[src/hw/rtl/tile_pkg.sv]
`timescale 1ns / 1ps

package tile_pkg;

    // Command carried in tuser of an input request.
    localparam logic CMD_INSERT = 1'b0;
    localparam logic CMD_LOOKUP = 1'b1;

    // Controller to datapath.
    typedef struct packed {
        logic clr_en;   // write zeros at the sweep counter and advance it
        logic ltr_go;   // accepted letter starts a child lookup
        logic look;     // child read data is valid: resolve the letter
        logic fin;      // key mark read data is valid: load the result
    } t_dp_cmd;

    // Datapath to controller.
    typedef struct packed {
        logic clr_done; // sweep counter is at the last entry
        logic ltr_skip; // letter on the input is ignored (failed key or out of range)
        logic out_free; // result register can take a new result this cycle
    } t_dp_sts;

endpackage

[src/hw/rtl/tile_ctrl.sv]
`timescale 1ns / 1ps

module tile_ctrl (
    input  logic             i_clk,
    input  logic             i_rst_n,
    input  logic             i_valid,
    input  logic             i_last,
    input  tile_pkg::t_dp_sts i_sts,
    output logic             o_ready,
    output tile_pkg::t_dp_cmd o_cmd
);

    typedef enum logic [3:0] {
        S_CLEAR = 4'b0001,
        S_IDLE  = 4'b0010,
        S_LOOK  = 4'b0100,
        S_MARK  = 4'b1000
    } t_state;

    t_state r_state;
    t_state n_state;

    always_ff @(posedge i_clk) begin
        if (!i_rst_n) begin
            r_state <= S_CLEAR;
        end else begin
            r_state <= n_state;
        end
    end

    always_comb begin
        n_state      = r_state;
        o_ready      = 1'b0;
        o_cmd        = '0;
        unique case (r_state)
            S_CLEAR: begin
                o_cmd.clr_en = 1'b1;
                if (i_sts.clr_done) begin
                    n_state = S_IDLE;
                end
            end
            S_IDLE: begin
                o_ready = 1'b1;
                if (i_valid) begin
                    if (i_last) begin
                        n_state = S_MARK;
                    end else if (!i_sts.ltr_skip) begin
                        o_cmd.ltr_go = 1'b1;
                        n_state      = S_LOOK;
                    end
                end
            end
            S_LOOK: begin
                o_cmd.look = 1'b1;
                n_state    = S_IDLE;
            end
            S_MARK: begin
                // Wait here while the previous result is still unclaimed.
                if (i_sts.out_free) begin
                    o_cmd.fin = 1'b1;
                    n_state   = S_IDLE;
                end
            end
            default: begin
                n_state = S_CLEAR;
            end
        endcase
    end

endmodule

[config.mk]
export PLATFORM = sky130hd
export DESIGN_NAME = tile_ctrl
export DESIGN_NICKNAME = d
export VERILOG_FILES = /design/src/hw/rtl/tile_pkg.sv /design/src/hw/rtl/tile_ctrl.sv
export SDC_FILE = /design/constraint.sdc
export NUM_CORES = 1
export LEC_CHECK = 0
export BUFFER_PORTS_ARGS = -buffer_cell sky130_fd_sc_hd__buf_2
export CORE_AREA = 4 4 41 43
export DETAILED_ROUTE_END_ITERATION = 6
export DIE_AREA = 0 0 45 47
export PLACE_DENSITY = 0.44
export SETUP_SLACK_MARGIN = 0.3
export SLEW_MARGIN = 0
export SYNTH_ARGS = -nofsm -noshare
export SYNTH_HDL_FRONTEND = slang
export SYNTH_SLANG_ARGS = --single-unit
[constraint.sdc]
create_clock -name i_clk -period 1.4 [get_ports i_clk]
set_input_delay 0.28 -clock i_clk [delete_from_list [all_inputs] [get_ports i_clk]]
set_output_delay 0.28 -clock i_clk [all_outputs]
set_load 0.005 [all_outputs]
==> impl_metrics.toml <==
[status]
outcome = "finished, violations left"
violations = "negative setup slack"

[yosys]
synth_top_family_by_area = "simple AND/OR/NAND/NOR gates"
syn_nets = 40
synth_largest_area_cell = "dfxtp_1"
yosysSeqAreaShare_pct = 26.4
synth_top_area_share_pct = 26.4
syn_area_sq_um = 303
synth_area_leaders = "dfxtp_1 (26%), nor4b_1 (8.7%), nor4b_4 (7.9%)"
synth_compound_area_share_pct = 23.1
synth-simple-area-share_pct = 37.6
yosys_warnings = 0
synthMuxAreaShare_pct = 0
syn_area_per_cell_sq_um = 9.18
ys_ff_latch = 4
netlist_instances = 33
yosysUniqueCellTypes = 21
synth-adder-area-share_pct = 0
synth_xor_area_share_pct = 2.89

[clocking]
clk_latency_ns = 0.23
cts.reportedPaths.clkPinSlew_ns = 0.04
cts_buffers = 3
cts_sinks = 4
htreeDepth = 1
cts_tree = "done"
hold_buffers = 0
clk_path_buf_depth = 2
cts_root_buf = "clkbuf_4"

[floorplanning]
core_area_sq_um = 1300
die_x_um = 45
die_h_um = 47
initial_core_util_pct = 23.3
rows = 13
dieArea_sq_um = 2120
io_pins = 12

[setup_path]
critPathLaunch = "r_state[2]"
cpMaxStageDelayCell = "dfxtp_4"
worst-setup-path-type = "reg -> out"
cp_data_required_time_ns = 1.12
crit_fanout = 5
rr_startpoint = "r_state[3]"
cp-end-kind = "primary output"
worstPathArrival_ns = 1.25
slowest_delay_ns = 0.35
path_cells = "buf_4, buf_6, nor4b_4, buf_2"
start_kind = "register"

[route]
num_vias = 352
routed_wl_um = 948
vias_per_cell = 4.46
first_pass_iters = 2
drtAntennaViolNets = 0
drt_first_iter_violations = 4
drc = 0
wire_per_inst_um = 12.0

[pwr]
ir_drop_uv = 334
leakage_uw = 0.000292
powerDensity_nw_per_um2 = 816

[sta]
setup_slack_ns = -0.128
finalCriticalPeriod_ns = 1.53
worstMarginPinSlew_ns = 0.262
hold_viol_final = 0
rsz0062_at_grt = "true"
skew_ns = 0.00500
maxSlewHeadroom_pct = 82.5
drv_slew = 0
setup_viol = 4
min_period_over_period_pct = 109
hold_ws_ns = 0.346
max_freq_ghz = 0.654

[global_routing]
grt_pass1_wl_mm = 1.67
grt_pass1_vias = 406
grt-ovfl-total = 0
grt_antenna_before_repair = 0
grt_usage_pct = 11.1
grt_max_degree = 10

[hold_path]
hold_class = "in -> reg"
hold_path_startpoint = "i_sts[2]"

[place]
port_buffers = 11
gp_congestion = 0.728
dp_cells = 61
dp_hpwl_um = 583

[final_layout]
diodes = 0
area_growth_pct = 111
top_register = "r_state"
largest_reg_flops = 4
top_regs = "r_state (4)"
num-nets-final = 73
final_cells = 79
n_fill_cell = 130
drive_gt1_share_pct = 76.6

[run]
cap_violations = 0
-- cell usage after synthesis --
cell type  number
inv_1           5
dfxtp_1         4
nor4b_1         3
nor2_1          2
o21ai_0         2
or3b_1          2
a211oi_1        1
a211oi_2        1
a21oi_1         1
a32oi_1         1
and2_1          1
buf_6           1
nand2_2         1
nor2b_1         1
nor3_1          1
nor4b_2         1
nor4b_4         1
o211a_1         1
o211ai_1        1
o21ai_2         1
xor2_1          1
-- worst paths after layout --
path	slack [ns]	end	cells after the start
worst min register to register	0.66	r_state[2]	4
worst max-delay path	-0.13	o_cmd[3]	4
worst max register to register	0.05	r_state[2]	4
worst min-delay path	0.35	r_state[0]	4
-- stage by stage --
step / setup TNS [ns] / setup slack, ns / power, uW / area [sq um] / util (%)
after global routing: -0.763 / -0.216 / 568 / 638 / 49.0
after CTS: -0.227 / -0.103 / 480 / 559 / 43.0
after floorplan: 0 / 0.148 / 225 / 310 / -
final: -0.368 / -0.128 / 521 / 638 / 49.0
after detailed placement: 0 / 0.0478 / 263 / 395 / 30.4
after global placement: 0 / 0.0378 / 264 / 395 / 30.4
-- final cells by class --
cell class | instances | area [sq um] | area share, %
multi-input cells | 23 | 264 | 41.4
repair buffers | 29 | 219 | 34.3
flip-flops and latches | 4 | 95.1 | 14.9
clock buffers | 3 | 22.5 | 3.53
inverters | 5 | 18.8 | 2.94
well taps | 15 | 18.8 | 2.94
-- cells in the final DEF, fill, tap and decap left out, drive strengths merged --
cell | Yosys | layout
a32oi | 1 | 1
o211a | 1 | 1
nor4b | 5 | 5
a21oi | 1 | 1
xor2 | 1 | 1
nor2b | 1 | 1
o211ai | 1 | 1
nor3 | 1 | 1
a211oi | 2 | 2
buf | 1 | 29
nand2 | 1 | 1
inv | 5 | 5
clkbuf | 0 | 3
o21ai | 3 | 3
and2 | 1 | 1
or3b | 2 | 2
dfxtp | 4 | 4
nor2 | 2 | 2
-- per-layer routing --
| metal | track usage, % | up-vias | share of wire [%] |
|---|---|---|---|
| li1 | - | 184 | - |
| met1 | 12.5 | 157 | 41 |
| met2 | 17.8 | 9 | 52 |
| met3 | 4.21 | 2 | 5.4 |
| met4 | 7.02 | 0 | 1.8 |
| met5 | 0 | - | 0 |
-- power by group --
| group | total (uW) | internal, uW | leakage [uW] | switching, uW |
|---|---|---|---|---|
| Combinational | 225 | 145 | 0.000243 | 80.7 |
| Clock | 139 | 95.6 | 0.0000138 | 43.1 |
| Sequential | 157 | 128 | 0.0000351 | 28.2 |
-- kinds of logic (layout without fill, tap and decap cells) --
kind of cell / after synthesis / after routing
simple gates: 13 / 13
buf+inv: 6 / 37
flops: 4 / 4
xor+xnor: 1 / 1
compound gates: 9 / 9
-- critical path, delay by kind of cell, from the launching register on --
family	cells	cell delay [ns]
simple gates	1	0.27
buf+inv	3	0.41
flops	1	0.35
-- timing repair --
action,4_1_cts,5_1_grt
setup endpoints to repair,9,9
gates resized for setup,16,8
setup buffers,10,5
pin swaps,11,7
(Power assumes the default switching activity.)
